--- config.mk ---
export PLATFORM = sky130hd
export DESIGN_NAME = wav_pcm16_stream_parser_top_flat
export DESIGN_NICKNAME = d
export VERILOG_FILES = /design/src/sv/wpp_pkg.sv /design/src/sv/wpp_req_if.sv /design/src/sv/wpp_rsp_if.sv /design/src/sv/wpp_parser.sv /design/src/sv/wpp_result_fifo.sv /design/src/sv/wav_pcm16_stream_parser_top.sv /design/src/flat_wrapper.sv
export SDC_FILE = /design/constraint.sdc
export NUM_CORES = 1
export LEC_CHECK = 0
export BUFFER_PORTS_ARGS = -buffer_cell sky130_fd_sc_hd__buf_2
export CAP_MARGIN = 20
export CORE_MARGIN = 10
export CORE_UTILIZATION = 35
export CTS_CLUSTER_DIAMETER = 120
export CTS_CLUSTER_SIZE = 20
export DETAILED_ROUTE_END_ITERATION = 12
export GPL_ROUTABILITY_DRIVEN = 0
export PLACE_DENSITY = 0.47
export SLEW_MARGIN = 30
export SYNTH_ARGS = -nofsm -noshare
export SYNTH_HDL_FRONTEND = slang
export SYNTH_SLANG_ARGS = --single-unit
--- constraint.sdc ---
create_clock -name clock -period 7.9 [get_ports clock]
set_input_delay 1.185 -clock clock [delete_from_list [all_inputs] [get_ports clock]]
set_output_delay 1.185 -clock clock [all_outputs]
set_load 0.1 [all_outputs]
--- src/sv/wpp_pkg.sv ---
// wpp_pkg: shared types and constants of the wav pcm16 stream parser
// result item layout, kind and error codes, riff tag words
// no dependencies
package wpp_pkg;

   localparam logic [1:0] KIND_SAMPLE   = 2'd0;
   localparam logic [1:0] KIND_FORMAT   = 2'd1;
   localparam logic [1:0] KIND_ERROR    = 2'd2;
   localparam logic [1:0] KIND_FINISHED = 2'd3;

   localparam logic [2:0] ERR_NOT_RIFF      = 3'd0;
   localparam logic [2:0] ERR_NOT_WAVE      = 3'd1;
   localparam logic [2:0] ERR_FMT_SIZE      = 3'd2;
   localparam logic [2:0] ERR_NOT_PCM       = 3'd3;
   localparam logic [2:0] ERR_BIT_DEPTH     = 3'd4;
   localparam logic [2:0] ERR_CHUNK_MISSING = 3'd5;
   localparam logic [2:0] ERR_TRUNCATED     = 3'd6;
   localparam logic [2:0] ERR_ZERO_CHANNELS = 3'd7;

   // tags as they read after four little-endian bytes
   localparam logic [31:0] TAG_RIFF = 32'h4646_4952;
   localparam logic [31:0] TAG_WAVE = 32'h4556_4157;
   localparam logic [31:0] TAG_FMT  = 32'h2074_6D66;
   localparam logic [31:0] TAG_DATA = 32'h6174_6164;

   localparam logic [31:0] FMT_CHUNK_SIZE = 32'd16;
   localparam logic [15:0] AUDIO_PCM      = 16'd1;
   localparam logic [15:0] BITS_PER_SMP   = 16'd16;

   typedef struct packed {
      logic [1:0]         kind;
      logic [15:0]        channel;
      logic signed [15:0] sample;
      logic [15:0]        channel_count;
      logic [31:0]        rate_hz;
      logic [2:0]         error_code;
      logic               last;
   } wpp_result_type;

endpackage

--- src/sv/wpp_req_if.sv ---
// wpp_req_if: byte input channel of the wav pcm16 stream parser
// valid/ready handshake with the raw file byte and end of file flag
// no dependencies
interface wpp_req_if;
   logic       valid;
   logic       ready;
   logic [7:0] byte_in;
   logic       end_of_file;

   modport source (output valid, output byte_in, output end_of_file, input ready);
   modport sink   (input valid, input byte_in, input end_of_file, output ready);
endinterface

--- src/sv/wpp_rsp_if.sv ---
// wpp_rsp_if: result channel of the wav pcm16 stream parser
// valid/ready handshake with one result item
// no dependencies
interface wpp_rsp_if;
   logic               valid;
   logic               ready;
   logic [1:0]         kind;
   logic [15:0]        channel;
   logic signed [15:0] sample;
   logic [15:0]        channel_count;
   logic [31:0]        rate_hz;
   logic [2:0]         error_code;
   logic               last;

   modport source (output valid, output kind, output channel, output sample,
                   output channel_count, output rate_hz, output error_code,
                   output last, input ready);
   modport sink   (input valid, input kind, input channel, input sample,
                   input channel_count, input rate_hz, input error_code,
                   input last, output ready);
endinterface

--- src/sv/wpp_parser.sv ---
// wpp_parser: riff/wave parse state and per-byte step logic
// gives up to two result items for each stepped byte
// depends on wpp_pkg
module wpp_parser import wpp_pkg::*; (
   input  logic           clock,
   input  logic           reset,
   input  logic           step_valid,
   input  logic [7:0]     byte_in,
   input  logic           end_of_file,
   output logic [1:0]     result_count,
   output wpp_result_type result_out [2]
);

   typedef enum logic [3:0] {
      PH_RIFF, PH_RSIZE, PH_WAVE, PH_FID, PH_FSIZE_SKIP, PH_FSIZE, PH_FSKIP,
      PH_FMT, PH_DID, PH_DSIZE_SKIP, PH_DSIZE, PH_DSKIP, PH_DATA, PH_HALT
   } phase_type;

   phase_type   phase_ff, phase_in;
   logic [4:0]  pos_ff, pos_in;
   logic [31:0] asm_ff, asm_in;
   logic [31:0] chunk_ff, chunk_in;
   logic [31:0] raw_ff, raw_in;
   logic [15:0] ch_total_ff, ch_total_in;
   logic [15:0] ch_idx_ff, ch_idx_in;
   logic [7:0]  low_ff, low_in;

   logic [31:0] asm_shift;
   logic [15:0] word_val;
   logic        take_done;
   logic [4:0]  pos_step;
   logic [31:0] frame_bytes;
   logic [16:0] idx_next;
   logic        frame_end;
   logic [31:0] raw_dec;

   logic           prim_v, extra_v, searching;
   wpp_result_type prim, extra;

   function automatic wpp_result_type make_result(
      input logic [1:0]  kind,
      input logic [15:0] channel,
      input logic [15:0] sample,
      input logic [15:0] channel_count,
      input logic [31:0] rate_hz,
      input logic [2:0]  error_code
   );
      wpp_result_type r;
      r.kind          = kind;
      r.channel       = channel;
      r.sample        = signed'(sample);
      r.channel_count = channel_count;
      r.rate_hz       = rate_hz;
      r.error_code    = error_code;
      r.last          = 1'b0;
      return r;
   endfunction

   function automatic wpp_result_type error_result(input logic [2:0] code);
      return make_result(KIND_ERROR, 16'd0, 16'd0, 16'd0, 32'd0, code);
   endfunction

   assign asm_shift   = {byte_in, asm_ff[31:8]};
   assign word_val    = {byte_in, low_ff};
   assign take_done   = (pos_ff >= 5'd3);
   assign pos_step    = take_done ? 5'd0 : pos_ff + 5'd1;
   assign frame_bytes = {15'd0, ch_total_ff, 1'b0};
   assign idx_next    = {1'b0, ch_idx_ff} + 17'd1;
   assign frame_end   = (idx_next >= {1'b0, ch_total_ff});
   assign raw_dec     = raw_ff - 32'd1;

   always_comb begin
      phase_in    = phase_ff;
      pos_in      = pos_ff;
      asm_in      = asm_ff;
      chunk_in    = chunk_ff;
      raw_in      = raw_ff;
      ch_total_in = ch_total_ff;
      ch_idx_in   = ch_idx_ff;
      low_in      = low_ff;
      prim_v      = 1'b0;
      prim        = '0;
      extra_v     = 1'b0;
      extra       = '0;
      searching   = 1'b0;

      unique case (phase_ff)
         PH_RIFF: begin
            asm_in = asm_shift;
            pos_in = pos_step;
            if (take_done) begin
               if (asm_shift != TAG_RIFF) begin
                  phase_in = PH_HALT;
                  prim_v   = 1'b1;
                  prim     = error_result(ERR_NOT_RIFF);
               end else begin
                  phase_in = PH_RSIZE;
               end
            end
         end
         PH_RSIZE: begin
            asm_in = asm_shift;
            pos_in = pos_step;
            if (take_done) phase_in = PH_WAVE;
         end
         PH_WAVE: begin
            asm_in = asm_shift;
            pos_in = pos_step;
            if (take_done) begin
               if (asm_shift != TAG_WAVE) begin
                  phase_in = PH_HALT;
                  prim_v   = 1'b1;
                  prim     = error_result(ERR_NOT_WAVE);
               end else begin
                  phase_in = PH_FID;
               end
            end
         end
         PH_FID: begin
            asm_in = asm_shift;
            pos_in = pos_step;
            if (take_done) phase_in = (asm_shift == TAG_FMT) ? PH_FSIZE : PH_FSIZE_SKIP;
         end
         PH_FSIZE_SKIP: begin
            asm_in = asm_shift;
            pos_in = pos_step;
            if (take_done) begin
               chunk_in = asm_shift;
               phase_in = (asm_shift == 32'd0) ? PH_FID : PH_FSKIP;
            end
         end
         PH_FSIZE: begin
            asm_in = asm_shift;
            pos_in = pos_step;
            if (take_done) begin
               if (asm_shift != FMT_CHUNK_SIZE) begin
                  phase_in = PH_HALT;
                  prim_v   = 1'b1;
                  prim     = error_result(ERR_FMT_SIZE);
               end else begin
                  phase_in = PH_FMT;
               end
            end
         end
         PH_FSKIP: begin
            chunk_in = chunk_ff - 32'd1;
            if (chunk_ff == 32'd1) phase_in = PH_FID;
         end
         PH_FMT: begin
            pos_in = pos_ff + 5'd1;
            case (pos_ff) inside
               5'd0, 5'd2, 5'd14: low_in = byte_in;
               5'd1: begin
                  if (word_val != AUDIO_PCM) begin
                     phase_in = PH_HALT;
                     prim_v   = 1'b1;
                     prim     = error_result(ERR_NOT_PCM);
                  end
               end
               5'd3: ch_total_in = word_val;
               [5'd4:5'd7]: asm_in = asm_shift;
               5'd15: begin
                  prim_v = 1'b1;
                  if (word_val != BITS_PER_SMP) begin
                     phase_in = PH_HALT;
                     prim     = error_result(ERR_BIT_DEPTH);
                  end else begin
                     prim     = make_result(KIND_FORMAT, 16'd0, 16'd0, ch_total_ff,
                                            asm_ff, 3'd0);
                     phase_in = PH_DID;
                     pos_in   = 5'd0;
                  end
               end
               default: ;
            endcase
         end
         PH_DID: begin
            asm_in = asm_shift;
            pos_in = pos_step;
            if (take_done) phase_in = (asm_shift == TAG_DATA) ? PH_DSIZE : PH_DSIZE_SKIP;
         end
         PH_DSIZE_SKIP: begin
            asm_in = asm_shift;
            pos_in = pos_step;
            if (take_done) begin
               chunk_in = asm_shift;
               phase_in = (asm_shift == 32'd0) ? PH_DID : PH_DSKIP;
            end
         end
         PH_DSIZE: begin
            asm_in = asm_shift;
            pos_in = pos_step;
            if (take_done) begin
               if (ch_total_ff == 16'd0) begin
                  phase_in = PH_HALT;
                  prim_v   = 1'b1;
                  prim     = error_result(ERR_ZERO_CHANNELS);
               end else begin
                  // raw size counts down; frames end when less than a frame remains
                  raw_in    = asm_shift;
                  ch_idx_in = 16'd0;
                  pos_in    = 5'd0;
                  if (asm_shift < frame_bytes) begin
                     phase_in = PH_HALT;
                     prim_v   = 1'b1;
                     prim     = make_result(KIND_FINISHED, 16'd0, 16'd0, 16'd0, 32'd0,
                                            3'd0);
                  end else begin
                     phase_in = PH_DATA;
                  end
               end
            end
         end
         PH_DSKIP: begin
            chunk_in = chunk_ff - 32'd1;
            if (chunk_ff == 32'd1) phase_in = PH_DID;
         end
         PH_DATA: begin
            raw_in = raw_dec;
            if (!pos_ff[0]) begin
               low_in = byte_in;
               pos_in = 5'd1;
            end else begin
               pos_in    = 5'd0;
               prim_v    = 1'b1;
               prim      = make_result(KIND_SAMPLE, ch_idx_ff, word_val, 16'd0, 32'd0,
                                       3'd0);
               ch_idx_in = frame_end ? 16'd0 : idx_next[15:0];
               // no whole frame left after this one
               if (frame_end && (raw_dec < frame_bytes)) begin
                  phase_in = PH_HALT;
                  extra_v  = 1'b1;
                  extra    = make_result(KIND_FINISHED, 16'd0, 16'd0, 16'd0, 32'd0,
                                         3'd0);
               end
            end
         end
         PH_HALT: ;
         default: phase_in = PH_HALT;
      endcase

      if (end_of_file) begin
         if (phase_in != PH_HALT) begin
            searching = (phase_in >= PH_FID && phase_in <= PH_FSKIP) ||
                        (phase_in >= PH_DID && phase_in <= PH_DSKIP);
            extra_v   = 1'b1;
            extra     = error_result(searching ? ERR_CHUNK_MISSING : ERR_TRUNCATED);
         end
         phase_in    = PH_RIFF;
         pos_in      = 5'd0;
         asm_in      = 32'd0;
         chunk_in    = 32'd0;
         raw_in      = 32'd0;
         ch_total_in = 16'd0;
         ch_idx_in   = 16'd0;
         low_in      = 8'd0;
      end
   end

   always_comb begin
      result_count  = {1'b0, prim_v} + {1'b0, extra_v};
      result_out[0] = prim_v ? prim : extra;
      result_out[1] = extra;
      if (prim_v && extra_v) begin
         result_out[1].last = 1'b1;
      end else begin
         result_out[0].last = 1'b1;
      end
   end

   always_ff @(posedge clock) begin
      if (reset) begin
         phase_ff    <= PH_RIFF;
         pos_ff      <= 5'd0;
         asm_ff      <= 32'd0;
         chunk_ff    <= 32'd0;
         raw_ff      <= 32'd0;
         ch_total_ff <= 16'd0;
         ch_idx_ff   <= 16'd0;
         low_ff      <= 8'd0;
      end else if (step_valid) begin
         phase_ff    <= phase_in;
         pos_ff      <= pos_in;
         asm_ff      <= asm_in;
         chunk_ff    <= chunk_in;
         raw_ff      <= raw_in;
         ch_total_ff <= ch_total_in;
         ch_idx_ff   <= ch_idx_in;
         low_ff      <= low_in;
      end
   end

endmodule

--- src/sv/wpp_result_fifo.sv ---
// wpp_result_fifo: four-entry queue of result items
// takes up to two items per cycle, gives one
// depends on wpp_pkg
module wpp_result_fifo import wpp_pkg::*; (
   input  logic           clock,
   input  logic           reset,
   input  logic [1:0]     push_count,
   input  wpp_result_type push_data [2],
   input  logic           pop,
   output wpp_result_type head,
   output logic           head_valid,
   output logic [2:0]     fill
);

   wpp_result_type entry_ff [4];
   logic [1:0]     wr_ptr_ff, wr_ptr_in;
   logic [1:0]     rd_ptr_ff, rd_ptr_in;
   logic [2:0]     count_ff, count_in;
   logic [1:0]     wr_next;

   assign head       = entry_ff[rd_ptr_ff];
   assign head_valid = (count_ff != 3'd0);
   assign fill       = count_ff;
   assign wr_next    = wr_ptr_ff + 2'd1;

   always_comb begin
      wr_ptr_in = wr_ptr_ff + push_count;
      rd_ptr_in = rd_ptr_ff + {1'b0, pop};
      count_in  = count_ff + {1'b0, push_count} - {2'b0, pop};
   end

   always_ff @(posedge clock) begin
      if (push_count != 2'd0) entry_ff[wr_ptr_ff] <= push_data[0];
      if (push_count == 2'd2) entry_ff[wr_next] <= push_data[1];
   end

   always_ff @(posedge clock) begin
      if (reset) begin
         wr_ptr_ff <= 2'd0;
         rd_ptr_ff <= 2'd0;
         count_ff  <= 3'd0;
      end else begin
         wr_ptr_ff <= wr_ptr_in;
         rd_ptr_ff <= rd_ptr_in;
         count_ff  <= count_in;
      end
   end

endmodule

--- src/sv/wav_pcm16_stream_parser_top.sv ---
// wav_pcm16_stream_parser_top: byte-wide riff/wave pcm16 parser
// a byte passes the input register and then the result queue before its first result reaches rsp
// throughput: one byte per cycle while the result queue has room; a byte with two results queues both for rsp
// a byte is stepped from the input register once the result queue has room for two
// reset (synchronous) and the end of file byte both return the parser to the riff tag
// depends on wpp_pkg, wpp_req_if, wpp_rsp_if, wpp_parser, wpp_result_fifo
module wav_pcm16_stream_parser_top import wpp_pkg::*; (
   input  logic      clock,
   input  logic      reset,
   wpp_req_if.sink   req_chan,
   wpp_rsp_if.source rsp_chan
);

   logic       in_valid_ff, in_valid_in;
   logic [7:0] in_byte_ff;
   logic       in_eof_ff;
   logic       advance;
   logic       req_take;

   logic [1:0]     result_count;
   logic [1:0]     push_count;
   wpp_result_type result_out [2];
   wpp_result_type head;
   logic           head_valid;
   logic [2:0]     fill;
   logic           pop;

   assign advance        = in_valid_ff && (fill <= 3'd2);
   assign req_chan.ready = !in_valid_ff || advance;
   assign req_take       = req_chan.valid && req_chan.ready;
   assign push_count     = advance ? result_count : 2'd0;
   assign pop            = head_valid && rsp_chan.ready;

   always_comb begin
      if (req_take) begin
         in_valid_in = 1'b1;
      end else if (advance) begin
         in_valid_in = 1'b0;
      end else begin
         in_valid_in = in_valid_ff;
      end
   end

   always_ff @(posedge clock) begin
      if (reset) begin
         in_valid_ff <= 1'b0;
      end else begin
         in_valid_ff <= in_valid_in;
      end
   end

   always_ff @(posedge clock) begin
      if (req_take) begin
         in_byte_ff <= req_chan.byte_in;
         in_eof_ff  <= req_chan.end_of_file;
      end
   end

   wpp_parser u_parser (
      .clock        (clock),
      .reset        (reset),
      .step_valid   (advance),
      .byte_in      (in_byte_ff),
      .end_of_file  (in_eof_ff),
      .result_count (result_count),
      .result_out   (result_out)
   );

   wpp_result_fifo u_fifo (
      .clock      (clock),
      .reset      (reset),
      .push_count (push_count),
      .push_data  (result_out),
      .pop        (pop),
      .head       (head),
      .head_valid (head_valid),
      .fill       (fill)
   );

   assign rsp_chan.valid         = head_valid;
   assign rsp_chan.kind          = head.kind;
   assign rsp_chan.channel       = head.channel;
   assign rsp_chan.sample        = head.sample;
   assign rsp_chan.channel_count = head.channel_count;
   assign rsp_chan.rate_hz       = head.rate_hz;
   assign rsp_chan.error_code    = head.error_code;
   assign rsp_chan.last          = head.last;

endmodule

--- src/flat_wrapper.sv ---
// flat-port wrapper written by rule: the top's interface ports become plain ports
module wav_pcm16_stream_parser_top_flat import wpp_pkg::*;
  (clock, reset, req_chan_valid, req_chan_byte_in, req_chan_end_of_file, req_chan_ready, rsp_chan_valid, rsp_chan_kind, rsp_chan_channel, rsp_chan_sample, rsp_chan_channel_count, rsp_chan_rate_hz, rsp_chan_error_code, rsp_chan_last, rsp_chan_ready);
  wpp_req_if req_chan_i ();
  wpp_rsp_if rsp_chan_i ();
  input  logic clock;
  input  logic reset;
  input wire logic [$bits(req_chan_i.valid)-1:0] req_chan_valid;
  input wire logic [$bits(req_chan_i.byte_in)-1:0] req_chan_byte_in;
  input wire logic [$bits(req_chan_i.end_of_file)-1:0] req_chan_end_of_file;
  output wire logic [$bits(req_chan_i.ready)-1:0] req_chan_ready;
  output wire logic [$bits(rsp_chan_i.valid)-1:0] rsp_chan_valid;
  output wire logic [$bits(rsp_chan_i.kind)-1:0] rsp_chan_kind;
  output wire logic [$bits(rsp_chan_i.channel)-1:0] rsp_chan_channel;
  output wire logic [$bits(rsp_chan_i.sample)-1:0] rsp_chan_sample;
  output wire logic [$bits(rsp_chan_i.channel_count)-1:0] rsp_chan_channel_count;
  output wire logic [$bits(rsp_chan_i.rate_hz)-1:0] rsp_chan_rate_hz;
  output wire logic [$bits(rsp_chan_i.error_code)-1:0] rsp_chan_error_code;
  output wire logic [$bits(rsp_chan_i.last)-1:0] rsp_chan_last;
  input wire logic [$bits(rsp_chan_i.ready)-1:0] rsp_chan_ready;
  assign req_chan_i.valid = req_chan_valid;
  assign req_chan_i.byte_in = req_chan_byte_in;
  assign req_chan_i.end_of_file = req_chan_end_of_file;
  assign req_chan_ready = req_chan_i.ready;
  assign rsp_chan_valid = rsp_chan_i.valid;
  assign rsp_chan_kind = rsp_chan_i.kind;
  assign rsp_chan_channel = rsp_chan_i.channel;
  assign rsp_chan_sample = rsp_chan_i.sample;
  assign rsp_chan_channel_count = rsp_chan_i.channel_count;
  assign rsp_chan_rate_hz = rsp_chan_i.rate_hz;
  assign rsp_chan_error_code = rsp_chan_i.error_code;
  assign rsp_chan_last = rsp_chan_i.last;
  assign rsp_chan_i.ready = rsp_chan_ready;
  wav_pcm16_stream_parser_top u_core (.clock(clock), .reset(reset), .req_chan(req_chan_i), .rsp_chan(rsp_chan_i));
endmodule
Word level (Yosys, flattened, before mapping). Memory sizes are Yosys's and may differ from the RTL's. A register that Yosys moved wholly into a read port is not among the register bits. Cells that the tools add are included.

Add/sub/neg operators: 10. Magnitude comparators: 11. Equal/unequal tests: 40. Multiplexer cells: 128. Reduce and logical (&&, ||, !) cells: 37.

Operators with widths (number): $mux W86 (22); $pmux W86 S6 (1); $mux W32 (10); $pmux W32 S2 (3); $mux W16 (10); $mux W4 (23); $mux W84 (1); $lt A32 B17 Y1 (2); $ne A32 B31 Y1 const B (2); $sub A32 B1 Y32 const B (2); $pmux W4 S14 (1); $mux W5 (10); $mux W1 (33); $eq A32 B1 Y1 const B (1); $eq A32 B30 Y1 const B (1); $eq A32 B31 Y1 const B (1); $logic_not A32 Y1 (1); $ne A32 B5 Y1 const B (1); $pmux W16 S2 (1); $ne A3 B2 Y1 const B (9); $eq A4 B4 Y1 const B (6); $mux W8 (3); $pmux W5 S4 (1); $add A16 B1 Y17 const B (1); 50 further kinds (80).

Flip-flop bits (word level): 162. Memory bits (writable): 344. Input bits: 13. Output and inout port bits: 88. Word-level logic and storage cells: 241. Memories kept: 1.

Memories: u_core.u_fifo.entry_ff (depth 4, bits a word 86, read ports 1, clocked after memory_dff 1, wr ports 2, RTL line wpp_result_fifo.sv:15) `wpp_result_type entry_ff [4];`.

Logic depth before layout (Yosys ltp). Gate-level depths: netlist of run 1.

Depth after elaboration: 16. Gate-level depth with buffers: 29.

Hierarchy. A second synthesis of run 1 with hierarchy kept.

Cell total of the unflattened synthesis: 2458. Area total of the unflattened synthesis: 28691.3 um^2.

Modules (own cells, without submodules): wpp_result_fifo (times used 1, cells each 875, area an instance 17082.6 um^2, seq. area each 10470.0 um^2); wpp_parser (times used 1, cells each 1562, area an instance 11240.8 um^2, seq. area each 2902.8 um^2); wav_pcm16_stream_parser_top (times used 1, cells each 21, area an instance 367.9 um^2, seq. area each 290.3 um^2).

Least setup slack after synthesis of run 1. Ideal clock, no wire load.

Path kind: reg-to-reg. From: register u_core.u_parser.ch_idx_ff[0]. To: memory u_core.u_fifo.entry_ff[3][0] (netlist bit) (enable). Setup time: 0.276 ns. Arrival: 6.145 ns. Path slack: 1.479 ns. Stages on the path, launching flop included: 29. Path buffers: 6. Cells stage by stage: dfxtp_1 -> and3_1 -> and3_1 -> and3_1 -> and3_1 -> and3_1 -> clkbuf_1 -> nand3_1 -> xnor2_1 -> ha_1 -> nand3_1 -> or4_1 -> a21oi_1 -> or3_1 -> or4b_4 -> buf_6 -> o211ai_4 -> a31o_4 -> and2_1 -> inv_1 -> ha_1 -> o21ai_1 -> or2_2 -> clkbuf_1 -> clkbuf_1 -> and2_1 -> clkbuf_1 -> clkbuf_1 -> inv_1.

RTL lines: from (decl) (RTL line wpp_parser.sv:25) `logic [15:0] ch_idx_ff, ch_idx_in;`; from (signal assigned) (RTL line wpp_parser.sv:288) `ch_idx_ff <= ch_idx_in;`; to (decl) (RTL line wpp_result_fifo.sv:15).

==> results of run 1 <==
-- kinds of logic (layout without fill, tap and decap cells) --
group           count (synthesis)  count (layout)  share of synthesized area (%)
simple gates                 1004            1004                          19.35
compound gates                721             721                          17.99
flops                         506             506                          44.70
buf+inv                       231             224                          3.775
mux                           102             102                          8.988
fa+ha+maj                      63              63                          3.401
xor+xnor                       47              47                          1.791
-- layout make-up --
class / instances / area share [%]
Clock buffer: 39 / 2.991
Clock inverter: 3 / 0.2305
Inverter: 44 / 0.6472
Multi-Input combinational cell: 1937 / 47.44
Sequential cell: 506 / 41.02
Tap cell: 864 / 4.237
Timing Repair Buffer: 138 / 3.432
-- critical path, cell delays in order, from the launching register on --
cell and delay [ps]:
dfxtp_1 450, and3_1 280, and3_1 260, and3_1 250
and3_1 240, and3_1 280, nand3_1 120, xnor2_1 160
ha_1 290, nand3_1 100, or4_1 530, a21oi_1 120
or3_1 170, or4b_4 540, o211ai_4 160, a31o_4 240
and2_1 210, inv_1 60, ha_1 340, o21ai_1 380
or2_2 370, buf_4 690, o21ai_0 160
-- cell usage after synthesis (15+ instances only) --
cell,number,area share [%]
ha_1,62,3.3
clkbuf_1,168,2.7
nand2b_1,16,0.43
dfxtp_1,473,40
mux4_2,86,8.3
or4_1,15,0.48
o22ai_1,17,0.45
a21oi_1,96,2.1
inv_1,42,0.67
nand2_1,524,8.4
or3_1,23,0.61
xnor2_1,26,0.97
nor2_1,222,3.6
nor2b_1,17,0.45
nor3_1,33,0.71
o31ai_1,20,0.64
o21ai_0,417,8.9
nor4_1,25,0.67
nand3_1,35,0.75
edfxtp_1,33,4.2
xor2_1,20,0.75
a22oi_1,84,2.7
-- per-stage QoR --
step	instance area, um2	setup WS [ps]	total power, mW	instances
6_report	25520	1067	5.005	3531
5_1_grt	25520	488.8	5.195	3531
4_1_cts	25520	1101	5.064	3531
3_5_place_dp	24690	1138	3.467	3489
3_3_place_gp	24670	1266	3.461	3488
2_1_floorplan	23400	1479	3.232	2674
-- metal layers --
metal	global-route usage [%]	vias up	wire, um
li1	-	9435	-
met1	26.29	9759	35750
met2	32.65	601	36460
met3	2.870	116	4350
met4	5.226	0	2141
met5	0	-	0
-- state kept, by name, summed over array words and instances, names as in the netlist --
signal	cells
u_core.u_fifo.fill	3
u_core.u_parser.raw_ff	32
u_core.u_fifo.entry_ff	344
u_core.u_fifo.rd_ptr_ff	2
u_core.u_parser.ch_total_ff	16
u_core.in_eof_ff	1
u_core.u_parser.asm_ff	32
u_core.u_parser.pos_ff	5
u_core.u_parser.ch_idx_ff	16
u_core.u_parser.low_ff	8
u_core.u_fifo.wr_ptr_ff	2
u_core.in_byte_ff	8
u_core.in_valid_ff	1
u_core.u_parser.chunk_ff	32
u_core.u_parser.phase_ff	4
-- worst min path at each step --
stage | slack (ps) | endpoint | cells after the start | from
after CTS | 460 | u_core.u_fifo.entry_ff[1][69] | 2 | u_core.u_fifo.entry_ff[1][69]
after floorplan | 420 | u_core.u_fifo.entry_ff[1][10] | 2 | u_core.u_fifo.entry_ff[1][10]
after detailed placement | 440 | u_core.u_fifo.entry_ff[1][69] | 2 | u_core.u_fifo.entry_ff[1][69]
final | 450 | u_core.u_fifo.entry_ff[3][14] | 2 | u_core.u_fifo.entry_ff[3][14]
after global routing | 470 | u_core.u_fifo.entry_ff[1][44] | 2 | u_core.u_fifo.entry_ff[1][44]
after global placement | 430 | u_core.u_fifo.entry_ff[3][38] | 2 | u_core.u_fifo.entry_ff[3][38]
-- power by group --
| part | internal, mW | switching (mW) |
|---|---|---|
| sequential | 2.60 | 0.110 |
| combinational | 0.220 | 0.470 |
| clock | 0.712 | 0.889 |
| total | 3.54 | 1.47 |
==> results.ini, run 1 <==
[worst_setup_path]
end_kind = flop
critical_path.startpoint = u_core.u_parser.ch_idx_ff[0]
path_max_fanout = 73
startpoint_type = flop
worstSetupPathType = flop to flop
reg2regPathDepth = 22
worstPathArrival_ps = 7180
rrSetupSlack_ps = 1070
r2r_start = u_core.u_parser.ch_idx_ff[0]
crit_end = u_core.u_fifo.entry_ff[3][0]
worstPathRequired_ps = 8250
r2r-end = u_core.u_fifo.entry_ff[3][0]

[sta]
setup_tns_ps = 0
slew_viol_final = 0
worst_pin_slew_ps = 1115
max_freq_mhz = 146.3
holdWs_ps = 453.0
finalHoldViolCount = 0
fin_crit_sh_pct = 86.50
finalSetupViolations = 0
min_period_ps = 6833
slew_headroom_pct = 24.98
fin_skew_ps = 25.07
rsz0062_at_grt = false

[floorplan]
ios = 101
die_h_um = 278.6
die_x_um = 278.6
core_region_area_mm2 = 0.06598
die_area_mm2 = 0.07760
num_rows = 94
initial_utilization_pct = 35.46

[route]
drtIter0Drc = 1991
vias = 19910
via_per_inst = 5.639
first_pass_iters = 6
routedWlPerCell_um = 22.29
wirelength_mm = 78.70
ant_nets = 0
route.detailed.drc = 0

[synth]
synthArstFlopShare_pct = 0
syn-num-nets = 2750
avgSynthCellArea_um2 = 8.751
syn_area_mm2 = 0.02340
ys_seq_area_share_pct = 44.70
yosysWarnings = 0
ys_types = 85
synth_edf_count = 33
synth-seq-cells = 506
netlist_instances = 2674
synth_flop_cell = dfxtp_1

[finish]
nets = 2732
layout_commonest_cell = nand2_1
syn_to_final_growth_pct = 9.047
layout_common_cells = nand2_1 (524), dfxtp_1 (471), o21ai_0 (417), nor2_1 (217), buf_2 (99)
antenna_cells = 0
nFillCells = 6743
seqCellArea_mm2 = 0.01047
multi_input_area_mm2 = 0.01211
post-route-util_pct = 38.67
drive_gt1_share_pct = 11.55

[grt]
antenna_found_initial = 0
grtUsageTotal_pct = 19.64
grt_max_degree = 86
grt_pass1_wl_mm = 121.0
overflow = 0
grt_pass1_vias = 19430

[hold_path]
min_path_type = flop to flop

[cts]
ctsHoldBuffers = 0
path_clk_slew_ps = 90
clk_latency_ps = 630
cts.htree.levels = 1
cts_sinks = 506
cts.repair.resized = 0
cts_tree = done
cts_setup_buffers = 0
cts_root_buf = clkbuf_16
cts-buffers-inserted = 29
cts.path.max_buffers = 3

[run_status]
status = finished clean

[power]
p_leak_nw = 9.126
p_per_area_mw_per_mm2 = 196.2
ir_worst_vdd_mv = 0.1498

[job]
drv_cap = 0

[placement]
io_buffers = 100
dp_hpwl_mm = 51.19

No activity file was read; power rests on OpenSTA's default activity.
==> run 2, diff against run 1 <==
--- a/constraint.sdc
+++ b/constraint.sdc
@@ -3,2 +3,2 @@
 set_output_delay 1.185 -clock clock [all_outputs]
-set_load 0.1 [all_outputs]
+set_load 0.02 [all_outputs]
==> run 2 against run 1 <==
- critical path depth rose by 1
- die area unchanged
- register-to-register slack improved by 60 ps
- routed wire length up 0.51%
- cell area is essentially flat
- sequential power hardly changed
- final cell count about the same
- non-clock buffer count unchanged
- utilization about the same
- first-iteration DRC count decreased by 12%
- highest routed layer is now met5
==> results.ini, run 2 (synthesis gave the netlist of run 1 again) <==
[finish]
largest-register = u_core.u_fifo.entry_ff
nets = 2732  ; unchanged
layout_commonest_cell = nand2_1
nFillCells = 6714  ; -0.43%
drive_gt1_share_pct = 11.59  ; +0.046 points
largest_reg_flops = 344  ; unchanged
syn_to_final_growth_pct = 8.994  ; about the same
layout_common_cells = nand2_1 (524), dfxtp_1 (471), o21ai_0 (417), nor2_1 (217), buf_2 (99)

[worst_setup_path]
path_max_fanout = 57  ; -22%
startpoint_type = flop
worstPathRequired_ps = 8380  ; +130 ps
end_kind = flop
rrSetupSlack_ps = 1130  ; +60 ps
worstSetupPathType = flop to flop
worstPathArrival_ps = 7250  ; +70 ps

[route]
route.detailed.drc = 0  ; unchanged
drtIter0Drc = 1757  ; -12%
vias = 20020  ; +0.53%
first_pass_iters = 6  ; unchanged
ant_nets = 0  ; unchanged
wirelength_mm = 79.10  ; +0.51%
routedWlPerCell_um = 22.41  ; +0.54%
via_per_inst = 5.670  ; +0.56%

[cts]
cts.htree.levels = 1  ; unchanged
cts-buffers-inserted = 29  ; unchanged
cts.path.max_buffers = 3  ; unchanged
clk_latency_ps = 630  ; about the same
ctsHoldBuffers = 0  ; unchanged
cts_tree = done
path_clk_slew_ps = 90  ; about the same
cts_sinks = 506  ; unchanged
cts.repair.resized = 0  ; unchanged
cts_setup_buffers = 0  ; unchanged
cts_root_buf = clkbuf_16

[sta]
max_freq_mhz = 147.7  ; +0.92%
finalSetupViolations = 0  ; unchanged
worst_pin_slew_ps = 966.5  ; -148.5 ps
finalHoldViolCount = 0  ; unchanged
rsz0062_at_grt = false
slew_headroom_pct = 34.97  ; +10 points
slew_viol_final = 0  ; unchanged
fin_crit_sh_pct = 85.71  ; -0.79 points
fin_skew_ps = 21.49  ; -3.572 ps
setup_tns_ps = 0  ; unchanged
min_period_ps = 6771  ; -62.33 ps

[floorplan]
die_x_um = 278.6  ; unchanged
num_rows = 94  ; unchanged
ios = 101  ; unchanged
core_region_area_mm2 = 0.06598  ; unchanged
initial_utilization_pct = 35.46  ; unchanged
die_area_mm2 = 0.07760  ; unchanged
die_h_um = 278.6  ; unchanged

[hold_path]
min_path_type = flop to flop

[grt]
grtUsageTotal_pct = 19.67  ; +0.031 points
grt_pass1_wl_mm = 120.8  ; -0.15%
grt_pass1_vias = 19370  ; -0.29%
grt_max_degree = 86  ; unchanged
antenna_found_initial = 0  ; unchanged
overflow = 0  ; unchanged

[placement]
dp_hpwl_mm = 50.95  ; -0.46%
io_buffers = 100  ; unchanged

[run_status]
status = finished clean

[power]
p_per_area_mw_per_mm2 = 191.8  ; -2.2%
power_mw = 4.892  ; -2.3%
p_leak_nw = 9.116  ; -0.11%
ir_worst_vdd_mv = 0.1530  ; +2.1%

[job]
drv_cap = 0  ; unchanged

==> run 2: cell types whose count changed in the layout (fill, tap and decap cells not counted) <==
cell / previous run / this run
bufinv_16: 1 / 0
clkbuf_1: 10 / 7
clkbuf_8: 0 / 1
clkinvlp_4: 0 / 1
diode_2: 0 / 1
nor2_2: 3 / 2
nor2_4: 2 / 3
==> run 2: report_power, final <==
group	switching [mW]	leakage, nW	internal, mW	total (mW)
Sequential	0.108	4.13	2.60	2.71
Combinational	0.376	4.59	0.220	0.597
Clock	0.897	0.387	0.685	1.58
==> run 2: critical path: stages, from the launching register on <==
cell	delay, ps
dfxtp_1	440
and3_1	270
and3_1	250
and3_1	250
and3_1	250
and3_1	280
nand3_1	120
xnor2_1	160
ha_1	290
nand3_1	90
or4_1	530
a21oi_1	120
or3_1	170
or4b_4	540
o211ai_4	160
a31o_4	230
and2_1	220
inv_1	70
ha_1	340
o21ai_1	370
or2_2	200
buf_4	580
buf_4	480
o21ai_0	170
==> run 2: path summary, 6_finish.rpt <==
path	from	to	cells after the start
setup / recovery	u_core.u_parser.ch_idx_ff[0]	u_core.u_fifo.entry_ff[2][20]	23
hold / removal	u_core.u_fifo.entry_ff[1][15]	u_core.u_fifo.entry_ff[1][15]	2
setup reg to reg	u_core.u_parser.ch_idx_ff[0]	u_core.u_fifo.entry_ff[2][20]	23
hold reg to reg	u_core.u_fifo.entry_ff[1][15]	u_core.u_fifo.entry_ff[1][15]	2
==> run 2: routing by layer <==
| metal | vias to the layer above | part of all wire, % | global-route usage, % |
|---|---|---|---|
| met2 | 590 | 46 | 32.63 |
| met1 | 9864 | 46 | 26.44 |
| met3 | 110 | 5.3 | 2.753 |
| met4 | 2 | 2.7 | 5.086 |
| met5 | - | 0.12 | 0.9369 |
| li1 | 9450 | - | - |
==> run 2: layout make-up <==
class / count / area, um2 / area share, %
Timing Repair Buffer: 138 / 875.8 / 3.434
Clock inverter: 3 / 36.28 / 0.1423
Multi-Input combinational cell: 1937 / 12110 / 47.48
Sequential cell: 506 / 10470 / 41.04
Tap cell: 864 / 1081 / 4.239
Antenna cell: 1 / 2.502 / 0.009812
Inverter: 44 / 165.2 / 0.6476
Clock buffer: 37 / 765.7 / 3.002
==> run 2: stage by stage <==
stage	worst slack (ps)	utilization, %	cells	hold slack [ps]	area, um2
2_1_floorplan	1479	-	2674	419.8	23400
3_3_place_gp	1264	37.39	3488	427.7	24670
3_5_place_dp	1112	37.40	3488	436.8	24670
4_1_cts	1085	38.61	3528	457.0	25480
5_1_grt	554.3	38.65	3529	478.8	25500
6_report	1129	38.65	3530	453.5	25500
==> run 3, diff against run 2 <==
- CORE_UTILIZATION: 35 -> 62
- PLACE_DENSITY: 0.47 -> 0.77
==> run 3 against run 2 <==
- clock skew up 5.3 ps
- final cell count decreased by 10%
- largest power group unchanged
- largest cell class unchanged
- worst hold slack lost 5.3 ps
- utilization rose by 28 points
- total power down 2.7%
- critical endpoint is now u_core.u_fifo.entry_ff[2][6]
==> results.ini, run 3 (synthesis gave the netlist of run 1 again) <==
[sta]
holdWs_ps = 448.1  ; -5.348 ps
slew_headroom_pct = 36.29  ; +1.3 points
max_freq_mhz = 141.9  ; -3.9%
fin_skew_ps = 26.82  ; +5.324 ps
worst_pin_slew_ps = 955.7  ; -10.81 ps
setup_tns_ps = 0  ; unchanged
finalSetupViolations = 0  ; unchanged
fin_crit_sh_pct = 89.23  ; +3.5 points
timing.final.ws_setup_ps = 850.8  ; -278.0 ps
slew_viol_final = 0  ; unchanged
rsz0062_at_grt = false
min_period_ps = 7049  ; +278.0 ps
finalHoldViolCount = 0  ; unchanged

[hold_path]
min_path_type = flop to flop
min_path_cells = 2  ; unchanged

[worst_setup_path]
crit_top_cell = and3_1
rrSetupSlack_ps = 850  ; -280 ps
r2r_start = u_core.u_parser.ch_idx_ff[0]
crit_end = u_core.u_fifo.entry_ff[2][6]
worstPathArrival_ps = 7550  ; +300 ps
crit_family = simple AND/OR/NAND/NOR gates
crit_slowest_cell = and2_2
reg2regPathDepth = 24  ; +4.3%
worstSetupPathType = flop to flop
crit_cells = 24  ; +4.3%
critPathMaxStageDelay_ps = 660  ; +80 ps
path_cells = and3_1, and3_1, and3_1, and3_1, and3_1, nand3_1, xnor2_1, ha_1, nand3_1, or4_1, a21oi_1, or3_1, or4b_4, o211ai_4, a31o_4, and2_1, inv_1, ha_1, o21ai_1, or2_2, and2_2, buf_4, nand2_1, o21ai_0
r2r-end = u_core.u_fifo.entry_ff[2][6]
critical_path.startpoint = u_core.u_parser.ch_idx_ff[0]
path_max_fanout = 25  ; -56%
startpoint_type = flop
end_kind = flop
worstPathRequired_ps = 8400  ; +20 ps
worst-path-buf-inv = 2  ; -1

[finish]
final_area_mm2 = 0.02495  ; -2.2%
multi_input_area_mm2 = 0.01210  ; -0.11%
nets = 2725  ; -0.26%
layout_commonest_cell = nand2_1
post-route-util_pct = 66.55  ; +28 points
antenna_cells = 0  ; -1
largest-register = u_core.u_fifo.entry_ff
nFillCells = 3079  ; -54%
syn_to_final_growth_pct = 6.614
layout_common_cells = nand2_1 (524), dfxtp_1 (471), o21ai_0 (417), nor2_1 (218), buf_2 (99)
seqCellArea_mm2 = 0.01047  ; unchanged
drive_gt1_share_pct = 11.19  ; -0.40 points
largest_reg_flops = 344  ; unchanged

[cts]
path_clk_slew_ps = 90  ; about the same
cts.htree.levels = 1  ; unchanged
cts_root_buf = clkbuf_16
cts-buffers-inserted = 29  ; unchanged
clk_latency_ps = 590  ; -40 ps
cts_sinks = 506  ; unchanged
cts.path.max_buffers = 3  ; unchanged
cts_setup_buffers = 0  ; unchanged
cts_tree = done
cts.repair.resized = 0  ; unchanged
ctsHoldBuffers = 0  ; unchanged

[power]
p_sw_share_pct = 26.76  ; -1.5 points
p_per_area_mw_per_mm2 = 190.8  ; -0.51%
seq_power_share_pct = 57.1  ; +1.6 points
ir_worst_vdd_mv = 0.1891  ; +24%
comb_power_share_pct = 11.6  ; -0.6 points
netSwitchingPower_mw = 1.274  ; -7.8%
p_leak_nw = 9.059  ; -0.62%
p_int_mw = 3.487  ; -0.66%
clkPwrFrac_pct = 31.3  ; -1.0 points

[grt]
grt_pass1_wl_mm = 106.3  ; -12%
grtUsageTotal_pct = 27.81  ; +8.1 points
grt_pass1_vias = 19380  ; +0.0052%
busiest_layer = met2
overflow = 0  ; unchanged
met2_usage_pct = 44.23  ; +12 points
antenna_found_initial = 0  ; unchanged
grt.met3_usage_pct = 4.274  ; +1.5 points
grt_max_degree = 87  ; +1.2%
grt_use_met1_pct = 37.50  ; +11 points

[route]
wirelength_mm = 66.43  ; -16%
routedWlPerCell_um = 20.99  ; -6.3%
ant_nets = 0  ; unchanged
vias = 20470  ; +2.3%
route.detailed.drc = 0  ; unchanged
via_per_inst = 6.467  ; +14%
drtIter0Drc = 2531  ; +44%
first_pass_iters = 8  ; +2

[placement]
placed_area_mm2 = 0.02418  ; -2.0%
io_buffers = 100  ; unchanged
pre_cts_slack_ps = 988.9  ; -123.0 ps
dp_hpwl_mm = 42.95  ; -16%

[floorplan]
num_rows = 71  ; -24%
die_h_um = 214.3  ; -23%
ios = 101  ; unchanged
die_x_um = 214.3  ; -23%
initial_utilization_pct = 62.42  ; +27 points
die_area_mm2 = 0.04591  ; -41%
core_region_area_mm2 = 0.03749  ; -43%

[run_status]
status = finished clean

[job]
drv_cap = 0  ; unchanged

[run 3: cell count changes in the layout (fill, tap and decap cells not counted), sizes merged]
cell and change:
buf -7, clkbuf -2, clkinvlp -1, diode -1, inv -1
[run 3: routing by layer]
layer,wire length [um],vias up
li1,-,9442
met1,27410,9861
met2,30420,976
met3,5856,188
met4,2743,0
met5,0,-
[run 3: worst min path at each step]
stage / slack [ps] / from / to
after floorplan: 420 / u_core.u_fifo.entry_ff[1][10] / u_core.u_fifo.entry_ff[1][10]
after global placement: 430 / u_core.u_fifo.entry_ff[0][26] / u_core.u_fifo.entry_ff[0][26]
after detailed placement: 440 / u_core.u_fifo.entry_ff[3][52] / u_core.u_fifo.entry_ff[3][52]
after CTS: 450 / u_core.u_fifo.entry_ff[1][21] / u_core.u_fifo.entry_ff[1][21]
after global routing: 470 / u_core.u_fifo.entry_ff[3][63] / u_core.u_fifo.entry_ff[3][63]
final: 450 / u_core.u_fifo.entry_ff[1][21] / u_core.u_fifo.entry_ff[1][21]
[run 3: stage by stage]
stage | power, mW | instances
global placement | 3.306 | 3129
detailed placement | 3.319 | 3129
floorplan | 3.136 | 2674
CTS | 4.763 | 3165
finish | 4.761 | 3165
global route | 4.915 | 3165
[run 3: cell type report]
type | count | area share [%]
Multi-Input combinational cell | 1937 | 48.49
Sequential cell | 506 | 41.96
Timing Repair Buffer | 131 | 3.265
Clock buffer | 35 | 2.999
Tap cell | 511 | 2.563
Inverter | 44 | 0.6620
Clock inverter | 1 | 0.06520
[run 3: worst reg2reg max path: stages (launching register included)]
cell      delay, ps
dfxtp_1         460
and3_1          260
and3_1          250
and3_1          250
and3_1          260
and3_1          300
nand3_1         120
xnor2_1         170
ha_1            290
nand3_1          90
or4_1           530
a21oi_1         130
or3_1           180
or4b_4          540
o211ai_4        160
a31o_4          230
and2_1          220
inv_1            70
ha_1            340
o21ai_1         400
or2_2           510
and2_2          660
buf_4           350
nand2_1         100
o21ai_0          90
[run 3: power by group through the flow]
stage,clock network (mW),registers (mW),logic (mW)
2_1_floorplan,0,2.68,0.455
4_1_cts,1.50,2.71,0.549
5_1_grt,1.60,2.72,0.595
3_5_place_dp,0,2.77,0.546
6_report,1.49,2.72,0.554
3_3_place_gp,0,2.77,0.534
